File: src/rtl/cda_pkg.sv
// Shared types, constants and calendar tables for the date add and subtract core.
package cda_pkg;

  typedef logic [4:0]         day_t;
  typedef logic [3:0]         month_t;
  typedef logic [13:0]        year_t;
  typedef logic [8:0]         doy_t;
  typedef logic signed [10:0] sdoy_t;

  typedef struct packed {
    month_t month;
    day_t   day;
  } mday_t;

  // Request type carried on tuser.
  localparam logic REQ_ADD = 1'b0;
  localparam logic REQ_SUB = 1'b1;

  localparam year_t  YEAR_MIN    = 14'd1;
  localparam year_t  YEAR_MAX    = 14'd9999;
  localparam doy_t   DAYS_COMMON = 9'd365;
  localparam doy_t   DAYS_LEAP   = 9'd366;
  localparam day_t   FEB_LEAP    = 5'd29;
  localparam month_t MONTH_FEB   = 4'd2;
  localparam month_t MONTH_DEC   = 4'd12;

  // Reciprocal of 25 scaled by 2^19; exact quotient for every 14-bit year.
  localparam logic [14:0] RECIP25     = 15'd20972;
  localparam int          RECIP_SHIFT = 19;

  function automatic doy_t year_len(input logic leap);
    year_len = leap ? DAYS_LEAP : DAYS_COMMON;
  endfunction

  function automatic day_t month_len(input month_t m, input logic leap);
    case (m)
      4'd1, 4'd3, 4'd5, 4'd7, 4'd8, 4'd10, 4'd12: month_len = 5'd31;
      4'd4, 4'd6, 4'd9, 4'd11:                     month_len = 5'd30;
      MONTH_FEB:                                   month_len = leap ? FEB_LEAP : 5'd28;
      default:                                     month_len = 5'd0;
    endcase
  endfunction

  // Days in the year before the first of month m.
  function automatic doy_t days_before(input month_t m, input logic leap);
    doy_t base;
    case (m)
      4'd1:    base = 9'd0;
      4'd2:    base = 9'd31;
      4'd3:    base = 9'd59;
      4'd4:    base = 9'd90;
      4'd5:    base = 9'd120;
      4'd6:    base = 9'd151;
      4'd7:    base = 9'd181;
      4'd8:    base = 9'd212;
      4'd9:    base = 9'd243;
      4'd10:   base = 9'd273;
      4'd11:   base = 9'd304;
      4'd12:   base = 9'd334;
      default: base = 9'd0;
    endcase
    days_before = base + ((leap && (m > MONTH_FEB)) ? 9'd1 : 9'd0);
  endfunction

endpackage

File: src/rtl/calendar_date_add_subtract_core.sv
// Gregorian date plus or minus a day count: six-stage pipelined top level.
//
// The input channel takes one request per beat: in_tdata carries the start
// date and day count, in_tuser selects add (0) or subtract (1). The output
// channel gives one result beat per request, in order: the result date, its
// day of year and leap flag in out_tdata, and an error flag in out_tuser.
// An invalid start date or a result year outside 1 to 9999 raises the error
// flag, and all other result fields are then zero.
//
// An accepted input beat passes through six register stages (year reciprocal
// multiply, mod-25 residue and leap flags, ordinal day, day count, year
// carry, month split) to the output. One beat may enter every cycle while
// the receiver keeps up. Each stage advances when it is empty or the stage
// after it moves, so when the receiver stalls the bubbles close up and
// in_tready falls only once every stage holds a beat. Nothing is lost or
// repeated. Reset empties the pipeline; no beat is presented afterwards
// until a new request arrives.
module calendar_date_add_subtract_core
  import cda_pkg::*;
(
  input  logic        clk,
  input  logic        rst_n,
  input  logic        in_tvalid,
  output logic        in_tready,
  input  logic [31:0] in_tdata,   // in_day, in_month, in_year, day_count
  input  logic        in_tuser,   // req_type
  output logic        out_tvalid,
  input  logic        out_tready,
  output logic [39:0] out_tdata,  // out_day, out_month, out_year, out_day_of_year,
                                  // out_leap, zero fill
  output logic        out_tuser   // bad_date
);

  // Residue of year mod 25 that marks year-2 .. year+2 as divisible by 25.
  localparam logic [4:0] R25_HIT [5] = '{5'd2, 5'd1, 5'd0, 5'd24, 5'd23};

  logic [6:1] v_r;
  logic [6:1] en;

  // Stage 1: fields and the reciprocal product of the year.
  logic        s1_req_r;
  day_t        s1_day_r;
  month_t      s1_mon_r;
  year_t       s1_year_r;
  doy_t        s1_cnt_r;
  logic [28:0] s1_prod_r;

  // Stage 2: leap flags for the five years around the start year.
  logic       s2_req_r;
  day_t       s2_day_r;
  month_t     s2_mon_r;
  year_t      s2_year_r;
  doy_t       s2_cnt_r;
  logic [4:0] s2_lp_r;
  logic       s2_yok_r;
  logic [4:0] s2_lp_nxt;

  // Stage 3: ordinal day of the start date and the date check.
  logic       s3_req_r;
  year_t      s3_year_r;
  doy_t       s3_cnt_r;
  logic [4:0] s3_lp_r;
  doy_t       s3_doy_r;
  logic       s3_bad_r;

  // Stage 4: ordinal moved by the day count.
  logic       s4_req_r;
  year_t      s4_year_r;
  logic [4:0] s4_lp_r;
  sdoy_t      s4_doy_r;
  logic       s4_bad_r;

  // Stage 5: ordinal after carrying into neighbouring years.
  year_t      s5_year_r;
  logic       s5_leap_r;
  doy_t       s5_doy_r;
  logic       s5_bad_r;

  // Stage 6: output register.
  day_t       o_day_r;
  month_t     o_mon_r;
  year_t      o_year_r;
  doy_t       o_doy_r;
  logic       o_leap_r;
  logic       o_bad_r;

  // Each stage moves when it is empty or its successor moves.
  always_comb begin
    en[6] = !v_r[6] || out_tready;
    en[5] = !v_r[5] || en[6];
    en[4] = !v_r[4] || en[5];
    en[3] = !v_r[3] || en[4];
    en[2] = !v_r[2] || en[3];
    en[1] = !v_r[1] || en[2];
  end

  assign in_tready = en[1];

  always_ff @(posedge clk) begin
    if (!rst_n) begin
      v_r <= '0;
    end else begin
      if (en[1]) v_r[1] <= in_tvalid;
      if (en[2]) v_r[2] <= v_r[1];
      if (en[3]) v_r[3] <= v_r[2];
      if (en[4]) v_r[4] <= v_r[3];
      if (en[5]) v_r[5] <= v_r[4];
      if (en[6]) v_r[6] <= v_r[5];
    end
  end

  // ---------------- Stage 1 ----------------
  always_ff @(posedge clk) begin
    if (en[1]) begin
      s1_req_r  <= in_tuser;
      s1_day_r  <= in_tdata[4:0];
      s1_mon_r  <= in_tdata[8:5];
      s1_year_r <= in_tdata[22:9];
      s1_cnt_r  <= in_tdata[31:23];
      s1_prod_r <= in_tdata[22:9] * RECIP25;
    end
  end

  // ---------------- Stage 2 ----------------
  logic [9:0] s2_q;
  year_t      s2_q25;
  year_t      s2_rem;
  logic [4:0] s2_r;

  always_comb begin
    logic [3:0] lo4;
    logic       d25;
    s2_q   = s1_prod_r[28:RECIP_SHIFT];
    s2_q25 = {s2_q, 4'b0} + {1'b0, s2_q, 3'b0} + {4'b0, s2_q};
    s2_rem = s1_year_r - s2_q25;
    s2_r   = s2_rem[4:0];
    // Leap when divisible by 4, and by 16 as well where divisible by 25.
    for (int i = 0; i < 5; i++) begin
      lo4          = s1_year_r[3:0] + 4'(i) - 4'd2;
      d25          = (s2_r == R25_HIT[i]);
      s2_lp_nxt[i] = (lo4[1:0] == 2'd0) && (!d25 || (lo4 == 4'd0));
    end
  end

  always_ff @(posedge clk) begin
    if (en[2]) begin
      s2_req_r  <= s1_req_r;
      s2_day_r  <= s1_day_r;
      s2_mon_r  <= s1_mon_r;
      s2_year_r <= s1_year_r;
      s2_cnt_r  <= s1_cnt_r;
      s2_lp_r   <= s2_lp_nxt;
      s2_yok_r  <= (s1_year_r >= YEAR_MIN) && (s1_year_r <= YEAR_MAX);
    end
  end

  // ---------------- Stage 3 ----------------
  logic s3_bad_nxt;
  doy_t s3_doy_nxt;

  always_comb begin
    s3_bad_nxt = !s2_yok_r || (s2_mon_r == 4'd0) || (s2_mon_r > MONTH_DEC) ||
                 (s2_day_r == 5'd0) || (s2_day_r > month_len(s2_mon_r, s2_lp_r[2]));
    s3_doy_nxt = {4'b0, s2_day_r} + days_before(s2_mon_r, s2_lp_r[2]);
  end

  always_ff @(posedge clk) begin
    if (en[3]) begin
      s3_req_r  <= s2_req_r;
      s3_year_r <= s2_year_r;
      s3_cnt_r  <= s2_cnt_r;
      s3_lp_r   <= s2_lp_r;
      s3_doy_r  <= s3_doy_nxt;
      s3_bad_r  <= s3_bad_nxt;
    end
  end

  // ---------------- Stage 4 ----------------
  sdoy_t s4_doy_nxt;

  always_comb begin
    if (s3_req_r == REQ_SUB) begin
      s4_doy_nxt = $signed({2'b00, s3_doy_r}) - $signed({2'b00, s3_cnt_r});
    end else begin
      s4_doy_nxt = $signed({2'b00, s3_doy_r}) + $signed({2'b00, s3_cnt_r});
    end
  end

  always_ff @(posedge clk) begin
    if (en[4]) begin
      s4_req_r  <= s3_req_r;
      s4_year_r <= s3_year_r;
      s4_lp_r   <= s3_lp_r;
      s4_doy_r  <= s4_doy_nxt;
      s4_bad_r  <= s3_bad_r;
    end
  end

  // ---------------- Stage 5 ----------------
  // At most two year boundaries can be crossed; both are tested in parallel.
  sdoy_t      s5_l0, s5_l1, s5_lm1, s5_lm2;
  logic       s5_c1, s5_c2;
  logic [1:0] s5_cnt;
  sdoy_t      s5_doy_s;
  logic [2:0] s5_idx;
  logic [14:0] s5_ysum;
  year_t      s5_year_nxt;
  logic       s5_bad_nxt;

  always_comb begin
    s5_l0  = $signed({2'b00, year_len(s4_lp_r[2])});
    s5_l1  = $signed({2'b00, year_len(s4_lp_r[3])});
    s5_lm1 = $signed({2'b00, year_len(s4_lp_r[1])});
    s5_lm2 = $signed({2'b00, year_len(s4_lp_r[0])});
    s5_ysum = 15'd0;
    if (s4_req_r == REQ_ADD) begin
      s5_c1 = s4_doy_r > s5_l0;
      s5_c2 = s4_doy_r > (s5_l0 + s5_l1);
      if (s5_c2) begin
        s5_doy_s = s4_doy_r - s5_l0 - s5_l1;
      end else if (s5_c1) begin
        s5_doy_s = s4_doy_r - s5_l0;
      end else begin
        s5_doy_s = s4_doy_r;
      end
      s5_cnt      = {1'b0, s5_c1} + {1'b0, s5_c2};
      s5_idx      = 3'd2 + {1'b0, s5_cnt};
      s5_ysum     = {1'b0, s4_year_r} + {13'b0, s5_cnt};
      s5_year_nxt = s5_ysum[13:0];
      s5_bad_nxt  = s4_bad_r || (s5_ysum > {1'b0, YEAR_MAX});
    end else begin
      s5_c1 = s4_doy_r < 11'sd1;
      s5_c2 = (s4_doy_r + s5_lm1) < 11'sd1;
      if (s5_c2) begin
        s5_doy_s = s4_doy_r + s5_lm1 + s5_lm2;
      end else if (s5_c1) begin
        s5_doy_s = s4_doy_r + s5_lm1;
      end else begin
        s5_doy_s = s4_doy_r;
      end
      s5_cnt      = {1'b0, s5_c1} + {1'b0, s5_c2};
      s5_idx      = 3'd2 - {1'b0, s5_cnt};
      s5_year_nxt = s4_year_r - {12'b0, s5_cnt};
      s5_bad_nxt  = s4_bad_r || (s4_year_r <= {12'b0, s5_cnt});
    end
  end

  always_ff @(posedge clk) begin
    if (en[5]) begin
      s5_year_r <= s5_year_nxt;
      s5_leap_r <= s4_lp_r[s5_idx];
      s5_doy_r  <= s5_doy_s[8:0];
      s5_bad_r  <= s5_bad_nxt;
    end
  end

  // ---------------- Stage 6 ----------------
  mday_t s6_md;

  cda_month_split u_split (
    .doy  (s5_doy_r),
    .leap (s5_leap_r),
    .md   (s6_md)
  );

  always_ff @(posedge clk) begin
    if (en[6]) begin
      o_bad_r <= s5_bad_r;
      if (s5_bad_r) begin
        o_day_r  <= '0;
        o_mon_r  <= '0;
        o_year_r <= '0;
        o_doy_r  <= '0;
        o_leap_r <= 1'b0;
      end else begin
        o_day_r  <= s6_md.day;
        o_mon_r  <= s6_md.month;
        o_year_r <= s5_year_r;
        o_doy_r  <= s5_doy_r;
        o_leap_r <= s5_leap_r;
      end
    end
  end

  assign out_tvalid = v_r[6];
  assign out_tdata  = {7'b0, o_leap_r, o_doy_r, o_year_r, o_mon_r, o_day_r};
  assign out_tuser  = o_bad_r;

  // ---------------- Assertions ----------------
  a_bad_zero: assert property (@(posedge clk) disable iff (!rst_n)
    (out_tvalid && out_tuser) |-> (out_tdata == 40'd0))
    else $error("error beat carries non-zero result fields");

  a_good_ranges: assert property (@(posedge clk) disable iff (!rst_n)
    (out_tvalid && !out_tuser) |->
      (out_tdata[31:23] != 9'd0) && (out_tdata[31:23] <= DAYS_LEAP) &&
      (out_tdata[8:5] != 4'd0) && (out_tdata[8:5] <= MONTH_DEC) &&
      (out_tdata[4:0] != 5'd0))
    else $error("result date fields out of range");

  a_leap_day: assert property (@(posedge clk) disable iff (!rst_n)
    (out_tvalid && !out_tuser && !out_tdata[32]) |-> (out_tdata[31:23] != DAYS_LEAP))
    else $error("day 366 in a common year");

  a_year_range: assert property (@(posedge clk) disable iff (!rst_n)
    (out_tvalid && !out_tuser) |->
      (out_tdata[22:9] >= YEAR_MIN) && (out_tdata[22:9] <= YEAR_MAX))
    else $error("result year out of range without error flag");

endmodule

File: src/rtl/cda_month_split.sv
// Splits an ordinal day of year into month and day of month.
module cda_month_split
  import cda_pkg::*;
(
  input  doy_t  doy,
  input  logic  leap,
  output mday_t md
);

  logic [3:0] past;
  month_t     mon;
  doy_t       rem;

  // Every month end below the ordinal moves the result one month on.
  always_comb begin
    past = 4'd0;
    for (int j = 1; j < 12; j++) begin
      if (doy > days_before(month_t'(j + 1), leap)) begin
        past = past + 4'd1;
      end
    end
    mon      = past + 4'd1;
    rem      = doy - days_before(mon, leap);
    md.month = mon;
    md.day   = rem[4:0];
  end

endmodule

File: config.mk
export PLATFORM = sky130hd
export DESIGN_NAME = calendar_date_add_subtract_core
export DESIGN_NICKNAME = d
export VERILOG_FILES = /design/src/rtl/cda_pkg.sv /design/src/rtl/calendar_date_add_subtract_core.sv /design/src/rtl/cda_month_split.sv
export SDC_FILE = /design/constraint.sdc
export NUM_CORES = 1
export LEC_CHECK = 0
export BUFFER_PORTS_ARGS = -buffer_cell sky130_fd_sc_hd__buf_2
export CAP_MARGIN = 30
export CORE_MARGIN = 2
export CORE_UTILIZATION = 35
export DETAILED_ROUTE_END_ITERATION = 8
export GPL_TIMING_DRIVEN = 0
export SLEW_MARGIN = 15
export SYNTH_ARGS = -nofsm -noshare
export SYNTH_HDL_FRONTEND = slang
export SYNTH_SLANG_ARGS = --single-unit
File: constraint.sdc
create_clock -name clk -period 11.5 [get_ports clk]
set_input_delay 1.15 -clock clk [delete_from_list [all_inputs] [get_ports clk]]
set_output_delay 1.15 -clock clk [all_outputs]
set_load 0.02 [all_outputs]
==> results list <==
- For this design, the CTS-stage hold fixing added 0 buffers.
- Met1 global-route usage: 17.7%
- Summing every instance area after synthesis gives around 16,000 sq um.
- In this run the tool buffered the top-level ports with 72 buffer cells.
* Pin slew with the least headroom to its limit: approximately 0.86 ns
* Sum of overflow across all layers after global routing: 0
- Critical-path maximum fanout: 10
* Reg clk slew, reported paths: 0.06 ns
- Top FF cell, synth: sky130_fd_sc_hd__edfxtp_1
* GR Layer Usage met2: 23.7%
- Global-route wire length before repair: ~52,000 microns
- Critical register-to-register path endpoint: o_day_r[4]
- Clock tree from TritonCTS: built
- Counting distinct cell types in the post-synthesis netlist gives 94.
- Peak-usage layer in the global routing report: met2
* Start point of the worst min-delay path: s3_lp_r[1]
- Across the run, the number of max-cap violations was 0.
- Worst r2r path cells: a little over 50
- STA puts the critical path data required time at between 10 and 15 ns.
* Iteration-0 DRC count of the detailed router: 610
* Number of vias after detailed routing: around 11,000
* Critical Setup Path Class: reg -> reg
- Synth area leaders: sky130_fd_sc_hd__edfxtp_1 39%, sky130_fd_sc_hd__ha_1 13%, sky130_fd_sc_hd__fa_1 9.4%
- Remaining number of nets flagged by the antenna check after routing: 0
- Sort of element at the end of the critical path: flop
- Hold Path Stages: 0
- Yosys instantiated no cell more often than sky130_fd_sc_hd__edfxtp_1.
- After detailed routing, the total wire length is 31,600 microns.
- Fraction of registers with async set or reset after synthesis: 0%
- Portion of the clock cycle consumed by the worst path in the final layout: between 90% and 100%
* Status: finished clean
* Worst rel slew slack: 41.9%
- Largest net degree at the start of global routing: 44
- Average footprint of a synthesized cell: roughly 11 sq um
- The number of setup buffers added after CTS is 0.
- The via count of the first global-routing pass is between 10,000 and 15,000.
* Number of instances in the synthesized netlist: 1,447
* Aggregate global-route resource usage: between 10% and 20%
* Proportion of netlist area held by the largest area contributor: between 30% and 40%
- Most used cell along the critical path: sky130_fd_sc_hd__ha_1
- HPWL after DPL: approximately 25,000 microns
- Worst r2r src: s5_leap_r
- No sink is reached through more buffers than the 3 on the longest clock path.
- The number of buffers and inverters on the critical path is 6.
- CP max stage cell: sky130_fd_sc_hd__fa_1
- Total die area: ~47,000 sq um
* Signal arrival time at the worst endpoint: 10.91 ns
* Met3 track demand over resource: between 1.5 and 2%
- The congestion estimate from routability-driven global placement came to 0.860.
* Register-to-register path setup slack: ~0.85 ns
- The final number of max-transition violations came to 0.
- Fillers: roughly 4,400
* Worst-skew pair later-pin latency: between 0.5 and 0.6 ns
* Post-CTS resize count: 0
* Remaining DRCs: 0
* Setup Viol. Count Final: 0
- Using the TritonRoute via totals, the vias-per-cell ratio works out to ~5.
- Detailed-routing iteration count for the pre-antenna-repair pass: 5
* Initial cell density of the core: 35.3%
* Horiz. Die Dim: 217 microns
* Detail-routed net length per standard cell: ~15 microns
- Hold worst-path end: s4_lp_r[1]
- Number of CTS-inserted buffers: 24
- In this run the number of H-tree levels came out at 1.
- Of the cells placed in the final design, the portion with a size suffix greater than 1 is 10.6%.
- Of the synthesized area, sequential elements account for 41.0%.
- Vertical die dimension: about 220 microns
* CTS Root Buffer Type: sky130_fd_sc_hd__clkbuf_16
- 0 antenna diodes ended up in the layout.
- RSZ-0062 raised after global routing: false
- Net count reported at finish: roughly 1,800
* Area taken by flip-flops and latches: between 6000 and 7000 sq um
- The core region is 45,100 sq um.
* Initial antenna violation count: 0
- Most common library cells after synthesis: 207 x sky130_fd_sc_hd__edfxtp_1, 197 x sky130_fd_sc_hd__inv_1, 170 x sky130_fd_sc_hd__ha_1
- Across the routed clock network, the largest skew measured is around 0.022 ns.
- The synthesized design contains 207 enable-type register cells.
- Largest stage delay on the critical path: approximately 0.45 ns
- The worst hold path belongs to the class reg -> reg.
- The total count of hold-check failures in the final report came to 0.
- Total Neg Setup Slack: 0 ns
* Kind of cell adding the most delay to the critical path: compound AO/OA/AOI/OAI gates
- From synthesis to final layout, the design area changed by 12.8%.
- After synthesis the netlist holds a flip-flop and latch count of 222.
* Post-synthesis cell type with the largest combined area: sky130_fd_sc_hd__edfxtp_1
- Synth warnings: 0
* Startpoint kind of the worst setup timing path: flop
- F_max: between 90 and 100 MHz
- Number of I/O pins: 80
- Minimum clock period: between 10 and 15 ns
* Multi-input gate area: between 8000 and 9000 sq um
* Site Rows: 78
- Clock sink count: around 220
placed cells by master, fill, tap and decap left out, drive strengths merged, types with 5 or more instances in the layout:
cell,n
buf,96
clkbuf,65
fa,75
nand2,78
nor2b,34
inv,201
o22ai,6
nor2,75
a21oi,75
dfxtp,15
ha,170
conb,7
nand3,28
o211ai,15
clkinv,8
nand2b,18
nor3b,5
and2,5
or3,10
nor3,20
and3,15
o21bai,10
o21ai,50
a31oi,13
nor4,11
or2,5
xnor2,63
o31ai,12
a21o,23
mux2i,21
nand4,8
a211oi,18
xor2,24
edfxtp,207
a41oi,5
o21a,8
per-stage QoR:
| step | hold WS [ns] | worst slack, ns | util (%) | area, sq um | cells |
|---|---|---|---|---|---|
| after global routing | 0.423 | 0.0278 | 39.8 | 17900 | 2173 |
| after global placement | 0.402 | 0.886 | 37.8 | 17000 | 2125 |
| final | 0.416 | 0.847 | 39.8 | 17900 | 2173 |
| after CTS | 0.418 | 0.693 | 39.8 | 17900 | 2173 |
| after detailed placement | 0.405 | 0.755 | 38.0 | 17200 | 2130 |
| after floorplan | 0.400 | 2.14 | - | 15900 | 1453 |
per-layer routing:
layer	wire length (microns)	vias to the layer above
met2	15500	221
li1	-	5295
met1	14500	5120
met4	443	0
met5	0	-
met3	1200	33
worst max path at each step:
stage / startpoint / cells after the start / endpoint
after floorplan: s5_leap_r / 50 / o_day_r[4]
after global placement: s5_leap_r / 51 / o_day_r[4]
after detailed placement: s5_leap_r / 51 / o_day_r[4]
after CTS: s5_leap_r / 51 / o_day_r[4]
after global routing: s5_leap_r / 51 / o_day_r[4]
final: s5_leap_r / 51 / o_day_r[4]
logic make-up (layout without fill, tap and decap cells):
group / Yosys count / after routing / synth area share (%)
simple gates: 333 / 333 / 10.9
fa+ha+maj: 245 / 245 / 22.8
buf+inv: 252 / 372 / 6.30
flops: 222 / 222 / 41.0
compound gates: 280 / 280 / 12.0
other cells: 1 / 7 / 0.0236
mux: 23 / 23 / 1.46
xor+xnor: 91 / 91 / 5.50
cell type report:
class                      instances  share of cell area [%]
clock inverter                    10                   0.586
timing repair buffer              77                    2.67
inverter                         201                    4.23
sequential                       222                    36.3
tap                              600                    4.19
buffer                            51                    1.36
clock buffer                      33                    3.71
multi-input combinational        979                    46.9
sequential cells by signal (all words and copies together), names as in the netlist, 5 cells and up, named ones only:
name	count
o_day_r	5
o_doy_r	9
o_year_r	14
s1_cnt_r	9
s1_day_r	5
s1_prod_r	5
s1_year_r	14
s2_cnt_r	9
s2_day_r	5
s2_lp_r	5
s2_year_r	14
s3_cnt_r	9
s3_doy_r	9
s3_lp_r	5
s3_year_r	14
s4_doy_r	11
s4_lp_r	5
s4_year_r	14
s5_doy_r	9
s5_year_r	14
v_r	6
Power is left out: the tool's default activity adds up to more than one toggle a clock period on the data nets, which glitch-free logic cannot reach.
